File: src/design/tcce_pkg.sv
`timescale 1ns / 1ps
`default_nettype none

package tcce_pkg;

  // geometry of the cursor and the screen
  localparam int POS_W         = 12;
  localparam int SUM_W         = POS_W + 1;
  localparam int GLYPH_WIDTH   = 8;
  localparam int LINE_HEIGHT   = 16;
  localparam int TAB_STEP      = 4 * GLYPH_WIDTH;
  localparam int BOTTOM_MARGIN = 8;

  // width / 3 as (width * 2731) >> 13, exact for every 12-bit width
  localparam int PROD_W      = 2 * POS_W;
  localparam int THIRD_SHIFT = 13;
  localparam logic [PROD_W-1:0] THIRD_MUL = PROD_W'(2731);

  // remainder unit: one quotient bit per cycle over the widest dividend
  localparam int DIV_CNT_W = 4;
  localparam logic [DIV_CNT_W-1:0] DIV_LAST = DIV_CNT_W'(SUM_W - 1);

  // character codes
  localparam logic [7:0] CHAR_BS    = 8'd8;
  localparam logic [7:0] CHAR_TAB   = 8'd9;
  localparam logic [7:0] CHAR_NL    = 8'd10;
  localparam logic [7:0] CHAR_SPACE = 8'd32;

  // configuration register indexes
  localparam int CFG_IDX_W  = 2;
  localparam int CFG_DATA_W = 24;
  localparam logic [CFG_IDX_W-1:0] CFG_SCREEN_WIDTH  = 2'd0;
  localparam logic [CFG_IDX_W-1:0] CFG_SCREEN_HEIGHT = 2'd1;
  localparam logic [CFG_IDX_W-1:0] CFG_FORE_COLOR    = 2'd2;
  localparam logic [CFG_IDX_W-1:0] CFG_BACK_COLOR    = 2'd3;

  // register reset values
  localparam logic [POS_W-1:0]      WIDTH_RESET  = 12'd640;
  localparam logic [POS_W-1:0]      HEIGHT_RESET = 12'd480;
  localparam logic [CFG_DATA_W-1:0] FORE_RESET   = 24'hFFFFFF;
  localparam logic [CFG_DATA_W-1:0] BACK_RESET   = 24'h000000;

  typedef struct packed {
    logic [7:0] char_code;
    logic       message_start;
  } in_item_t;

  typedef struct packed {
    logic [POS_W-1:0]      draw_x;
    logic [POS_W-1:0]      draw_y;
    logic [7:0]            glyph;
    logic [CFG_DATA_W-1:0] fore_color;
    logic [CFG_DATA_W-1:0] back_color;
  } out_item_t;

endpackage

`default_nettype wire

File: src/design/text_console_cursor_engine_top.sv
`timescale 1ns / 1ps
`default_nettype none

// channel | direction | handshake            | payload
// --------+-----------+----------------------+-------------------------------
// in      | in        | in_valid / in_stall  | in_data  (char_code, message_start)
// out     | out       | out_valid / out_stall| out_data (draw_x, draw_y, glyph, colors)
// cfg     | in        | cfg_we               | cfg_index, cfg_data
//
// one character per cycle unless stalled: cursor update and draw transaction form in
// the accept cycle, land in cursor and output registers; a draw shows on out next cycle
// a wrap reaching twice its limit (cursor left outside a shrunk screen, or a tiny
// screen) runs the bit-serial remainder unit, holding in_stall until it writes the cursor
// in_stall also rises while the output register is full and out is stalled
// rst (synchronous) zeroes the cursor and loads the register defaults

module text_console_cursor_engine_top (
  input  wire                        clk,
  input  wire                        rst,
  input  wire                        in_valid,
  output logic                       in_stall,
  input  wire tcce_pkg::in_item_t    in_data,
  output logic                       out_valid,
  input  wire                        out_stall,
  output tcce_pkg::out_item_t        out_data,
  input  wire                        cfg_we,
  input  wire [tcce_pkg::CFG_IDX_W-1:0]  cfg_index,
  input  wire [tcce_pkg::CFG_DATA_W-1:0] cfg_data
);
  import tcce_pkg::*;

  // configuration registers
  logic [POS_W-1:0]      screen_width;
  logic [POS_W-1:0]      screen_height;
  logic [CFG_DATA_W-1:0] fore_color_reg;
  logic [CFG_DATA_W-1:0] back_color_reg;

  // cursor state
  logic [POS_W-1:0] cursor_x;
  logic [POS_W-1:0] cursor_y;
  logic [POS_W-1:0] line_start_x;

  // remainder unit
  logic                 div_busy;
  logic [DIV_CNT_W-1:0] div_cnt;
  logic [SUM_W-1:0]     div_num;
  logic [POS_W-1:0]     div_rem;
  logic [POS_W-1:0]     div_mod;
  logic                 div_to_y;
  logic [SUM_W-1:0]     div_trial;
  logic [SUM_W-1:0]     div_rem_next;

  logic accept;

  // derived screen values
  logic [PROD_W-1:0] third_prod;
  logic [POS_W-1:0]  third;
  logic [POS_W-1:0]  limit;
  logic [SUM_W-1:0]  width13;
  logic [SUM_W-1:0]  limit13;

  // per-character datapath
  logic [POS_W-1:0] lsx_eff;
  logic [SUM_W-1:0] y_nl;
  logic [SUM_W-1:0] shift_nl;
  logic [POS_W-1:0] x_nl;
  logic [SUM_W-1:0] x_adv;
  logic             col_wrap;
  logic [SUM_W-1:0] y_gl;
  logic [POS_W-1:0] x_gl;
  logic [POS_W-1:0] x_bs;
  logic             emit;
  out_item_t        out_next;
  logic [POS_W-1:0] x_new;
  logic [POS_W-1:0] y_new;

  // wrap remainder request
  logic             mod_en;
  logic             mod_to_y;
  logic [SUM_W-1:0] mod_a;
  logic [POS_W-1:0] mod_m;
  logic [SUM_W-1:0] mod_m13;
  logic [SUM_W-1:0] mod_diff;
  logic             mod_fast;
  logic [POS_W-1:0] mod_res;
  logic [POS_W-1:0] x_fin;
  logic [POS_W-1:0] y_fin;

  assign in_stall = div_busy | (out_valid & out_stall);
  assign accept   = in_valid & ~in_stall;

  always_comb begin
    third_prod = {{(PROD_W-POS_W){1'b0}}, screen_width} * THIRD_MUL;
    third      = POS_W'(third_prod[PROD_W-1:THIRD_SHIFT]);
    limit      = (screen_height > POS_W'(BOTTOM_MARGIN)) ?
                 screen_height - POS_W'(BOTTOM_MARGIN) : '0;
    width13    = {1'b0, screen_width};
    limit13    = {1'b0, limit};
  end

  always_comb begin
    // message start latches the column before anything else
    lsx_eff = in_data.message_start ? cursor_x : line_start_x;

    // newline: down one line, back to the start column, shift near bottom
    y_nl     = {1'b0, cursor_y} + SUM_W'(LINE_HEIGHT);
    shift_nl = {1'b0, lsx_eff} + {1'b0, third};
    if (y_nl >= limit13) begin
      x_nl = (shift_nl >= width13) ? '0 : shift_nl[POS_W-1:0];
    end else begin
      x_nl = lsx_eff;
    end

    // glyph: advance, wrap to a new line at the right edge
    x_adv    = {1'b0, cursor_x} + SUM_W'(GLYPH_WIDTH);
    col_wrap = (x_adv >= width13);
    y_gl     = col_wrap ? {1'b0, cursor_y} + SUM_W'(LINE_HEIGHT) : {1'b0, cursor_y};
    if (!col_wrap) begin
      x_gl = x_adv[POS_W-1:0];
    end else if (y_gl >= limit13) begin
      x_gl = ({1'b0, third} >= width13) ? '0 : third;
    end else begin
      x_gl = '0;
    end

    // backspace: step back one glyph if there is room
    x_bs = (cursor_x >= POS_W'(GLYPH_WIDTH)) ? cursor_x - POS_W'(GLYPH_WIDTH) : cursor_x;

    out_next.draw_y     = cursor_y;
    out_next.fore_color = fore_color_reg;
    out_next.back_color = back_color_reg;
    out_next.draw_x     = cursor_x;
    out_next.glyph      = in_data.char_code;
    emit     = 1'b1;
    x_new    = cursor_x;
    y_new    = cursor_y;
    mod_en   = 1'b0;
    mod_to_y = 1'b1;
    mod_a    = '0;
    mod_m    = screen_height;

    unique case (in_data.char_code)
      CHAR_NL: begin
        emit     = 1'b0;
        x_new    = x_nl;
        mod_en   = 1'b1;
        mod_to_y = 1'b1;
        mod_a    = y_nl;
        mod_m    = screen_height;
      end
      CHAR_TAB: begin
        emit     = 1'b0;
        y_new    = '0;
        mod_en   = 1'b1;
        mod_to_y = 1'b0;
        mod_a    = {1'b0, cursor_x} + SUM_W'(TAB_STEP);
        mod_m    = screen_width;
      end
      CHAR_BS: begin
        out_next.draw_x = x_bs;
        out_next.glyph  = CHAR_SPACE;
        x_new           = x_bs;
      end
      default: begin
        x_new    = x_gl;
        mod_en   = 1'b1;
        mod_to_y = 1'b1;
        mod_a    = y_gl;
        mod_m    = limit;
      end
    endcase
  end

  // one compare and subtract covers a dividend below twice the modulus
  always_comb begin
    mod_m13  = {1'b0, mod_m};
    mod_diff = mod_a - mod_m13;
    mod_fast = 1'b1;
    mod_res  = '0;
    if (mod_m == '0) begin
      mod_res = '0;
    end else if (mod_a < mod_m13) begin
      mod_res = mod_a[POS_W-1:0];
    end else if (mod_diff < mod_m13) begin
      mod_res = mod_diff[POS_W-1:0];
    end else begin
      mod_fast = 1'b0;
    end
    x_fin = (mod_en && !mod_to_y) ? mod_res : x_new;
    y_fin = (mod_en &&  mod_to_y) ? mod_res : y_new;
  end

  // restoring remainder step, one dividend bit per cycle
  always_comb begin
    div_trial    = {div_rem, div_num[SUM_W-1]};
    div_rem_next = (div_trial >= {1'b0, div_mod}) ? div_trial - {1'b0, div_mod} : div_trial;
  end

  // configuration writes
  always_ff @(posedge clk) begin
    if (rst) begin
      screen_width   <= WIDTH_RESET;
      screen_height  <= HEIGHT_RESET;
      fore_color_reg <= FORE_RESET;
      back_color_reg <= BACK_RESET;
    end else if (cfg_we) begin
      unique case (cfg_index)
        CFG_SCREEN_WIDTH:  screen_width   <= cfg_data[POS_W-1:0];
        CFG_SCREEN_HEIGHT: screen_height  <= cfg_data[POS_W-1:0];
        CFG_FORE_COLOR:    fore_color_reg <= cfg_data;
        CFG_BACK_COLOR:    back_color_reg <= cfg_data;
        default: ;
      endcase
    end
  end

  // cursor and remainder unit control
  always_ff @(posedge clk) begin
    if (rst) begin
      cursor_x     <= '0;
      cursor_y     <= '0;
      line_start_x <= '0;
      div_busy     <= 1'b0;
    end else if (accept) begin
      line_start_x <= lsx_eff;
      cursor_x     <= x_fin;
      cursor_y     <= y_fin;
      // slow wrap: remainder unit fills in the wrapped coordinate later
      div_busy     <= mod_en & ~mod_fast;
    end else if (div_busy && div_cnt == '0) begin
      div_busy <= 1'b0;
      if (div_to_y) begin
        cursor_y <= div_rem_next[POS_W-1:0];
      end else begin
        cursor_x <= div_rem_next[POS_W-1:0];
      end
    end
  end

  // remainder unit datapath
  always_ff @(posedge clk) begin
    if (accept) begin
      div_cnt  <= DIV_LAST;
      div_num  <= mod_a;
      div_rem  <= '0;
      div_mod  <= mod_m;
      div_to_y <= mod_to_y;
    end else if (div_busy) begin
      div_cnt <= div_cnt - DIV_CNT_W'(1);
      div_num <= {div_num[SUM_W-2:0], 1'b0};
      div_rem <= div_rem_next[POS_W-1:0];
    end
  end

  // output register: draw transaction waits here while out is stalled
  always_ff @(posedge clk) begin
    if (rst) begin
      out_valid <= 1'b0;
    end else if (!out_valid || !out_stall) begin
      out_valid <= accept & emit;
    end
  end

  always_ff @(posedge clk) begin
    if (accept && emit) begin
      out_data <= out_next;
    end
  end

endmodule

`default_nettype wire
File: config.mk
export PLATFORM = sky130hd
export DESIGN_NAME = text_console_cursor_engine_top
export DESIGN_NICKNAME = d
export VERILOG_FILES = /design/src/design/tcce_pkg.sv /design/src/design/text_console_cursor_engine_top.sv
export SDC_FILE = /design/constraint.sdc
export NUM_CORES = 1
export LEC_CHECK = 0
export ABC_AREA = 0
export BUFFER_PORTS_ARGS = -buffer_cell sky130_fd_sc_hd__buf_2
export CAP_MARGIN = 20
export CORE_UTILIZATION = 36
export CTS_BUF_LIST = sky130_fd_sc_hd__clkbuf_4
export CTS_CLUSTER_DIAMETER = 60
export CTS_CLUSTER_SIZE = 12
export DETAILED_ROUTE_END_ITERATION = 10
export GPL_ROUTABILITY_DRIVEN = 1
export PLACE_DENSITY = 0.58
export SYNTH_ARGS = -nofsm -noshare
export SYNTH_HDL_FRONTEND = slang
export SYNTH_SLANG_ARGS = --single-unit
File: constraint.sdc
create_clock -name clk -period 13.4 [get_ports clk]
set_input_delay 0.67 -clock clk [delete_from_list [all_inputs] [get_ports clk]]
set_output_delay 0.67 -clock clk [all_outputs]
set_load 0.1 [all_outputs]
Yosys cells after proc, flatten, opt, wreduce, memory -nomap -nowiden
Cells that the tools add are included.
W data, S select, Z words.
{ "classes": {"n_eq_ne": 9, "n_reduce_logical": 21, "muxes": 36, "n_lt_le_gt_ge": 10, "n_mul": 1, "bitwise": 7, "n_addsub": 9} }
{ "op_table": {"columns": ["cell", "n"], "rows": [
  ["$mux W12", 20],
  ["$ge A13 B12 Y1", 5],
  ["$mux W13", 3],
  ["$pmux W13 S3", 1],
  ["$pmux W12 S3", 1],
  ["$lt A13 B12 Y1", 2],
  ["$eq A8 B4 Y1 const B", 3],
  ["$mul A12 B12 Y24 const B", 1],
  ["$pmux W12 S2", 1],
  ["$sub A12 B4 Y12 const B", 2],
  ["$mux W11", 2],
  ["$add A12 B11 Y13", 1],
  ["$add A12 B4 Y13 const B", 1],
  ["$add A12 B5 Y13 const B", 1],
  ["$add A12 B6 Y13 const B", 1],
  ["$sub A13 B12 Y13", 1],
  ["$ge A11 B12 Y1", 1],
  ["$ge A12 B4 Y1 const B", 1],
  ["$gt A12 B4 Y1 const B", 1],
  ["$logic_not A12 Y1", 1],
  ["$sub A12 B12 Y12", 1],
  ["$mux W1", 8],
  ["$reduce_and A2 Y1", 4],
  ["$reduce_and A3 Y1", 2],
  ["other kinds (16)", 28]
]} }
{ "word_totals": {"output_inout_bits": 82, "register_bits": 232, "wordCells": 112, "inputBits": 40} }

Longest topological paths before layout
Gate-level depths: netlist (run 1).
{ "logic_depth": {"word_depth": 12, "depth_mapped": 35, "ltp_nobuf": 34} }

Worst setup path after synthesis (run 1)
No wires, ideal clock.
{ "synth_path": {"kind": "reg2reg", "startpoint": "register screen_width[1]", "endpoint": "register cursor_x[6]", "n_path_buf": 1, "period_less_slack_ps": 7545, "stages_incl_launch_ff": 36, "setup_time_ps": 91, "t_required_ps": 13309, "arrival_ps": 7454, "slack_ps": 5855, "path_cell_list": "dfxtp_1 -> ha_1 -> fa_1 -> inv_1 -> fa_1 -> inv_1 -> fa_1 -> inv_1 -> fa_1 -> inv_1 -> ha_1 -> clkbuf_1 -> a21oi_1 -> o21ai_1 -> nand2b_1 -> o221a_2 -> a41o_1 -> nor2_1 -> xnor2_1 -> ha_1 -> or4_1 -> a21oi_1 -> nor3b_1 -> o21ai_0 -> nand2b_1 -> xor2_1 -> ha_1 -> a211oi_1 -> o21ai_0 -> a311o_1 -> a21oi_1 -> nand3b_1 -> nor2_1 -> nand2_1 -> a31o_2 -> a311oi_1"} }
{ "synth_via": {"elab_chain_cells": 10, "word_cells_on_any_way": 24, "cone_classes": "2 x add/sub; 1 x mul; 6 x order compare; 14 x mux; 1 x reduce/logical"} }
{ "synth_rtl": {"columns": ["element", "line", "rtl"], "rows": [
  ["start, declared", "text_console_cursor_engine_top.sv:33", "logic [POS_W-1:0] screen_width;"],
  ["start signal, assigned", "text_console_cursor_engine_top.sv:208", "CFG_SCREEN_WIDTH: screen_width <= cfg_data[POS_W-1:0];"],
  ["branches (longest 8 deep; another with $mul A12 B12 Y24)", null, null],
  ["$mux W12 *", "text_console_cursor_engine_top.sv:189", "x_fin = (mod_en && !mod_to_y) ? mod_res : x_new;"],
  ["$mux W12 *", "text_console_cursor_engine_top.sv:224", "end else if (accept) begin"],
  ["end signal, assigned", "text_console_cursor_engine_top.sv:226", "cursor_x <= x_fin;"],
  ["end signal, assigned", "text_console_cursor_engine_top.sv:235", "cursor_x <= div_rem_next[POS_W-1:0];"],
  ["end, declared", "text_console_cursor_engine_top.sv:39", "logic [POS_W-1:0] cursor_x;"]
]} }
Every way passes the cells marked *.
A chain may end at the register's enable or synchronous reset.

Worst setup path after layout (run 1)
Ends and elaborated chain as after synthesis.

==> flow_summary.ini, run 1 <==
[run_status]
status = finished, final reports clean

[power_and_ir_drop]
peakVddDrop_uv = 105
p_int_mw = 1.59
p_comb_frac = 0.531
power.leakage_nw = 7.97
power.switching_mw = 1.46
switching_share = 0.479
totalPowerFinal_mw = 3.05
p_seq_frac = 0.318
p_per_area_nw_per_um2 = 169
clkPwrFrac = 0.151

[synth]
synth.cell_area_um2 = 16600
yosysUniqueCellTypes = 91
synth_area_leaders = edfxtp_1 19%, dfxtp_1 15%, ha_1 14%
syn_avg_cell_area_um2 = 9.00
synth_warnings = 0
yosysTopAreaCell = edfxtp_1
yosysSeqAreaShare = 0.344
synth_top_area_share = 0.192
synthesis.nets = 2115
yosysMostFrequentCell = nand2_1
synth_edf_count = 106
async_flop_share = 0
synth_flop_cell = dfxtp_1
syn_inst = 1841
synthTopCellsByCount = 251 x nand2_1, 191 x ha_1, 154 x inv_1
ys_ff_latch = 232

[worst_hold_path]
holdPathStages = 1
min_path_type = input port to flop
hold_end = out_data[50]$_SDFFCE_PP0P_
hp-start = in_data[3]

[drt]
drtIter0Drc = 1196
vias = 14100
wl_per_cell_um = 20.7
drc = 0
drtPass1Iterations = 8
vias_per_cell = 5.57
ant_nets = 0
wirelength_mm = 52.4

[run]
maxCapViolations = 0

[clock_network]
clockBufferDepth = 3
ctsHtreeMaxLevel = 1
ctsHoldBuffers = 0
clk_pin_slew_worst_paths_ns = 0.13
cts_resized = 0
clk-insertion-delay-late_ns = 0.77
postCtsSetupBuffers = 0
cts_num_sinks = 232
clockRootBuffer = clkbuf_4
tritoncts = yes
cts_made_buffers = 27

[place]
gp_congestion = 0.958
place_ws_ns = 5.01
placed_cells = 2484
dp_hpwl_mm = 40.4
place_area_um2 = 17700
io_buffers = 121

[grt]
grt_pass1_wl_mm = 80.8
grtUsageTotal = 0.220
grt_remaining_overflow = 0
grt_pass1_vias = 13500
antenna_found_initial = 1
grt_max_degree = 76

[die]
ios = 122
dieArea_um2 = 46900
die_h_um = 217
rows = 78
coreArea_um2 = 45400
start_util = 0.365
die_x_um = 217

[timing]
relSlewSlack = 0.308
setup_viol = 0
min_period_ns = 8.60
rsz0062_at_grt = false
finalSetupTns_ns = 0
worst_slew_pin_slew_ns = 1.04
post-route-period-util = 0.642
hold_viol_final = 0
fin_worst_skew_ns = 0.0762
fin_ws_ns = 4.80
maxClockFrequency_mhz = 116
hold-worst-slack_ns = 0.0914
drv_slew = 0

[cells_and_area]
finalNonFillerCells = 2537
fin_util = 0.399
fin_nets = 2188
largest_reg_flops = 80
area_growth_pct = 9.33
drive_gt1_frac = 0.125
design_area_um2 = 18100

[critical_path]
start_kind = flop
critPathBufInv = 4
cp_max_fo = 9
critical_path_required_ns = 14.02
crit_type = flop to flop
cp_top_family = adder cells
r2r_end = cursor_x[6]$_SDFFE_PP0P_
rrSetupSlack_ns = 4.80
worst_path_most_repeated_cell = a21oi_1
slowest_delay_ns = 0.61
cp.arrival_ns = 9.22
worst_path_max_delay_cell = dfxtp_1
worst-r2r-cell-count = 33
r2r_start = screen_width[1]$_SDFFE_PP0P_
end_kind = flop
[metal layers]
metal	share of wire	wire (um)	vias up	global-route usage
met1	0.46	24100	6900	0.307
met4	0.021	1120	0	0.0542
met3	0.052	2730	66	0.0212
li1	-	-	6715	-
met2	0.47	24500	462	0.365
met5	0	0	-	0
[worst max path at each step]
stage | start | end | slack [ns] | depth (start not counted)
CTS | screen_width[2]$_SDFFE_PP0P_ | cursor_x[6]$_SDFFE_PP0P_ | 4.91 | 33
detailed placement | screen_width[2]$_SDFFE_PP0P_ | cursor_x[6]$_SDFFE_PP0P_ | 5.01 | 33
floorplan | screen_width[1]$_SDFFE_PP0P_ | cursor_x[6]$_SDFFE_PP0P_ | 5.85 | 35
global placement | screen_width[1]$_SDFFE_PP0P_ | cursor_x[4]$_SDFFE_PP0P_ | 5.26 | 34
finish | screen_width[1]$_SDFFE_PP0P_ | cursor_x[6]$_SDFFE_PP0P_ | 4.80 | 33
global route | screen_width[1]$_SDFFE_PP0P_ | cursor_x[4]$_SDFFE_PP0P_ | 4.39 | 33
[placed cells by master (no fill, tap or decap), drive strengths merged, types with 38 or more instances in the layout]
cell / count
fa: 43
nand3: 64
dfxtp: 126
inv: 158
ha: 191
clkbuf: 38
o21ai: 74
edfxtp: 106
a21oi: 119
nor2: 132
buf: 139
nand2: 251
[worst register-to-register path: cells and delay by family, from the launching register on]
kind	cells	cell delay, ns
AOI/OAI and AO/OA	13	2.75
xor gates and xnor gates	1	0.22
adders and majority gates	8	3.30
buffers and inverters	4	0.22
DFF	1	0.61
and+or+nand+nor	7	1.34
[logic make-up after synthesis]
logic type,count (synthesis),synth area share
AO/OA/AOI/OAI,422,0.173
multiplexers,28,0.0179
XOR/XNOR,63,0.0338
AND/OR/NAND/NOR,612,0.175
buffers and inverters,250,0.0596
flip-flops,232,0.344
adder cells (fa/ha/maj),234,0.196
[area by class of cell]
cell class / count / area (um^2)
Clock buffer: 38 / 285
Fill cell: 4535 / 27300
Clock inverter: 12 / 155
Multi-Input combinational cell: 1359 / 9880
Tap cell: 600 / 751
Sequential cell: 232 / 5710
Inverter: 155 / 582
Timing Repair Buffer: 139 / 748
Antenna cell: 2 / 5.00
[power groups by stage]
stage	combinational, mW	sequential (mW)	clock, mW
3_3_place_gp	1.58	0.984	0
4_1_cts	1.61	0.971	0.478
2_1_floorplan	0.990	1.19	0
3_5_place_dp	1.59	0.987	0
5_1_grt	1.76	0.986	0.505
6_report	1.62	0.972	0.460
Power figures use the tool's default switching activity.
==> inputs of run 2 (changes only) <==
clock period = 8.45 ns   (was 13.4 ns; I/O delays follow)
==> flow_summary.ini, run 2 (synthesis results as in run 1) <==
[die]
start_util = 0.365
rows = 78
die_h_um = 217
coreArea_um2 = 45400
ios = 122
die_x_um = 217
dieArea_um2 = 46900

[clock_network]
clk-insertion-delay-late_ns = 0.77
cts_made_buffers = 28
ctsHtreeMaxLevel = 1
cts_num_sinks = 232
clk_pin_slew_worst_paths_ns = 0.13
tritoncts = yes
clockBufferDepth = 3
clockRootBuffer = clkbuf_4

[critical_path]
worst-r2r-cell-count = 33
critical_path_required_ns = 9.13
rrSetupSlack_ns = 0.56
r2r_start = screen_width[3]$_SDFFE_PP0P_
cp_max_fo = 6
r2r_end = cursor_x[1]$_SDFFE_PP0P_
slowest_delay_ns = 0.54
crit_type = flop to flop
worst_path_max_delay_cell = or4_1
cp.arrival_ns = 8.57
start_kind = flop
end_kind = flop

[timing]
setup_viol = 0
post-route-period-util = 0.933
worst_slew_pin_slew_ns = 1.08
finalSetupTns_ns = 0
relSlewSlack = 0.280
min_period_ns = 7.89
maxClockFrequency_mhz = 127
hold_viol_final = 0
fin_worst_skew_ns = 0.0723
rsz0062_at_grt = false
hold-worst-slack_ns = 0.128
drv_slew = 0

[cells_and_area]
area_growth_pct = 12.3
fin_nets = 2232
drive_gt1_frac = 0.137
largest_reg_flops = 80
final_common_cell = nand2_1
mostFrequentLayoutCells = 251 x nand2_1, 190 x ha_1, 154 x inv_1

[grt]
grt_remaining_overflow = 0
grt_pass1_vias = 14000
grt_max_degree = 76
grtUsageTotal = 0.227
antenna_found_initial = 3
grt_pass1_wl_mm = 83.2

[drt]
drtPass1Iterations = 9
drc = 0
wirelength_mm = 53.4
ant_nets = 0
wl_per_cell_um = 20.7
vias_per_cell = 5.54
vias = 14300
drtIter0Drc = 1266

[power_and_ir_drop]
p_per_area_nw_per_um2 = 262
power.leakage_nw = 8.18
peakVddDrop_uv = 156

[place]
io_buffers = 121
gp_congestion = 0.936
dp_hpwl_mm = 41.1

[worst_hold_path]
hold_end = out_data[48]$_SDFFCE_PP0P_
hp-start = in_data[1]
min_path_type = input port to flop
holdPathStages = 1

[run_status]
status = finished, final reports clean

[run]
maxCapViolations = 0
## run 2: per-layer routing
layer / routed length, um / vias to the layer above / GRT usage
met5: 19 / - / 0
met4: 1920 / 4 / 0.0819
met3: 2980 / 113 / 0.0271
met2: 23900 / 493 / 0.363
met1: 24500 / 6889 / 0.315
li1: - / 6796 / -
## run 2: report_power, final
group	total, mW	internal [mW]	switching, mW	leakage [nW]
logic	2.62	0.857	1.76	5.91
registers	1.53	1.38	0.153	2.03
clock network	0.723	0.295	0.428	0.245
total	4.87	2.53	2.34	8.18
## run 2: worst max-delay path, delay by kind of cell, from the launching register on
family,cells,cell delay [ns]
adder cells (fa/ha/maj),8,3.06
buffers and inverters,4,0.21
AO/OA/AOI/OAI,14,2.87
AND/OR/NAND/NOR,5,1.00
flip-flops,1,0.42
XOR/XNOR,2,0.28
## run 2: final cells by class
type,instances,area (um^2)
antenna,1,2.50
clock buffer,40,300
clock inverter,12,146
fill,4517,26800
inverter,155,582
multi-input combinational,1359,9960
sequential,232,5710
tap,600,751
timing repair buffer,182,1150
## run 2: worst max path at each step
stage                                  from                  endpoint  slack (ns)  depth (start not counted)
2_1_floorplan  screen_width[1]$_SDFFE_PP0P_  cursor_x[6]$_SDFFE_PP0P_        0.90                         35
3_3_place_gp   screen_width[6]$_SDFFE_PP0P_  cursor_x[4]$_SDFFE_PP0P_        0.34                         30
3_5_place_dp   screen_width[6]$_SDFFE_PP0P_  cursor_x[1]$_SDFFE_PP0P_        0.15                         32
4_1_cts        screen_width[6]$_SDFFE_PP0P_  cursor_x[1]$_SDFFE_PP0P_        0.08                         32
5_1_grt        screen_width[2]$_SDFFE_PP0P_  cursor_x[6]$_SDFFE_PP0P_        0.02                         34
6_report       screen_width[3]$_SDFFE_PP0P_  cursor_x[1]$_SDFFE_PP0P_        0.56                         33
## run 2: timing repair
item / in CTS / in global routing
buffers inserted: 0 / 1
hold buffers: 31 / 0
endpoints found under the hold margin: 77 / 0
setup endpoints to repair: 0 / 12
gates resized for setup: 0 / 23
## run 2: through the flow
stage	cells	area (um^2)	power [mW]	util	setup slack [ns]
after global routing	2581	18600	5.21	0.410	0.0230
after detailed placement	2495	17700	4.10	0.391	0.152
after CTS	2578	18500	4.85	0.407	0.0816
final	2581	18600	4.87	0.410	0.564
after global placement	2495	17700	4.07	0.391	0.337
after floorplan	1841	16600	3.45	-	0.905
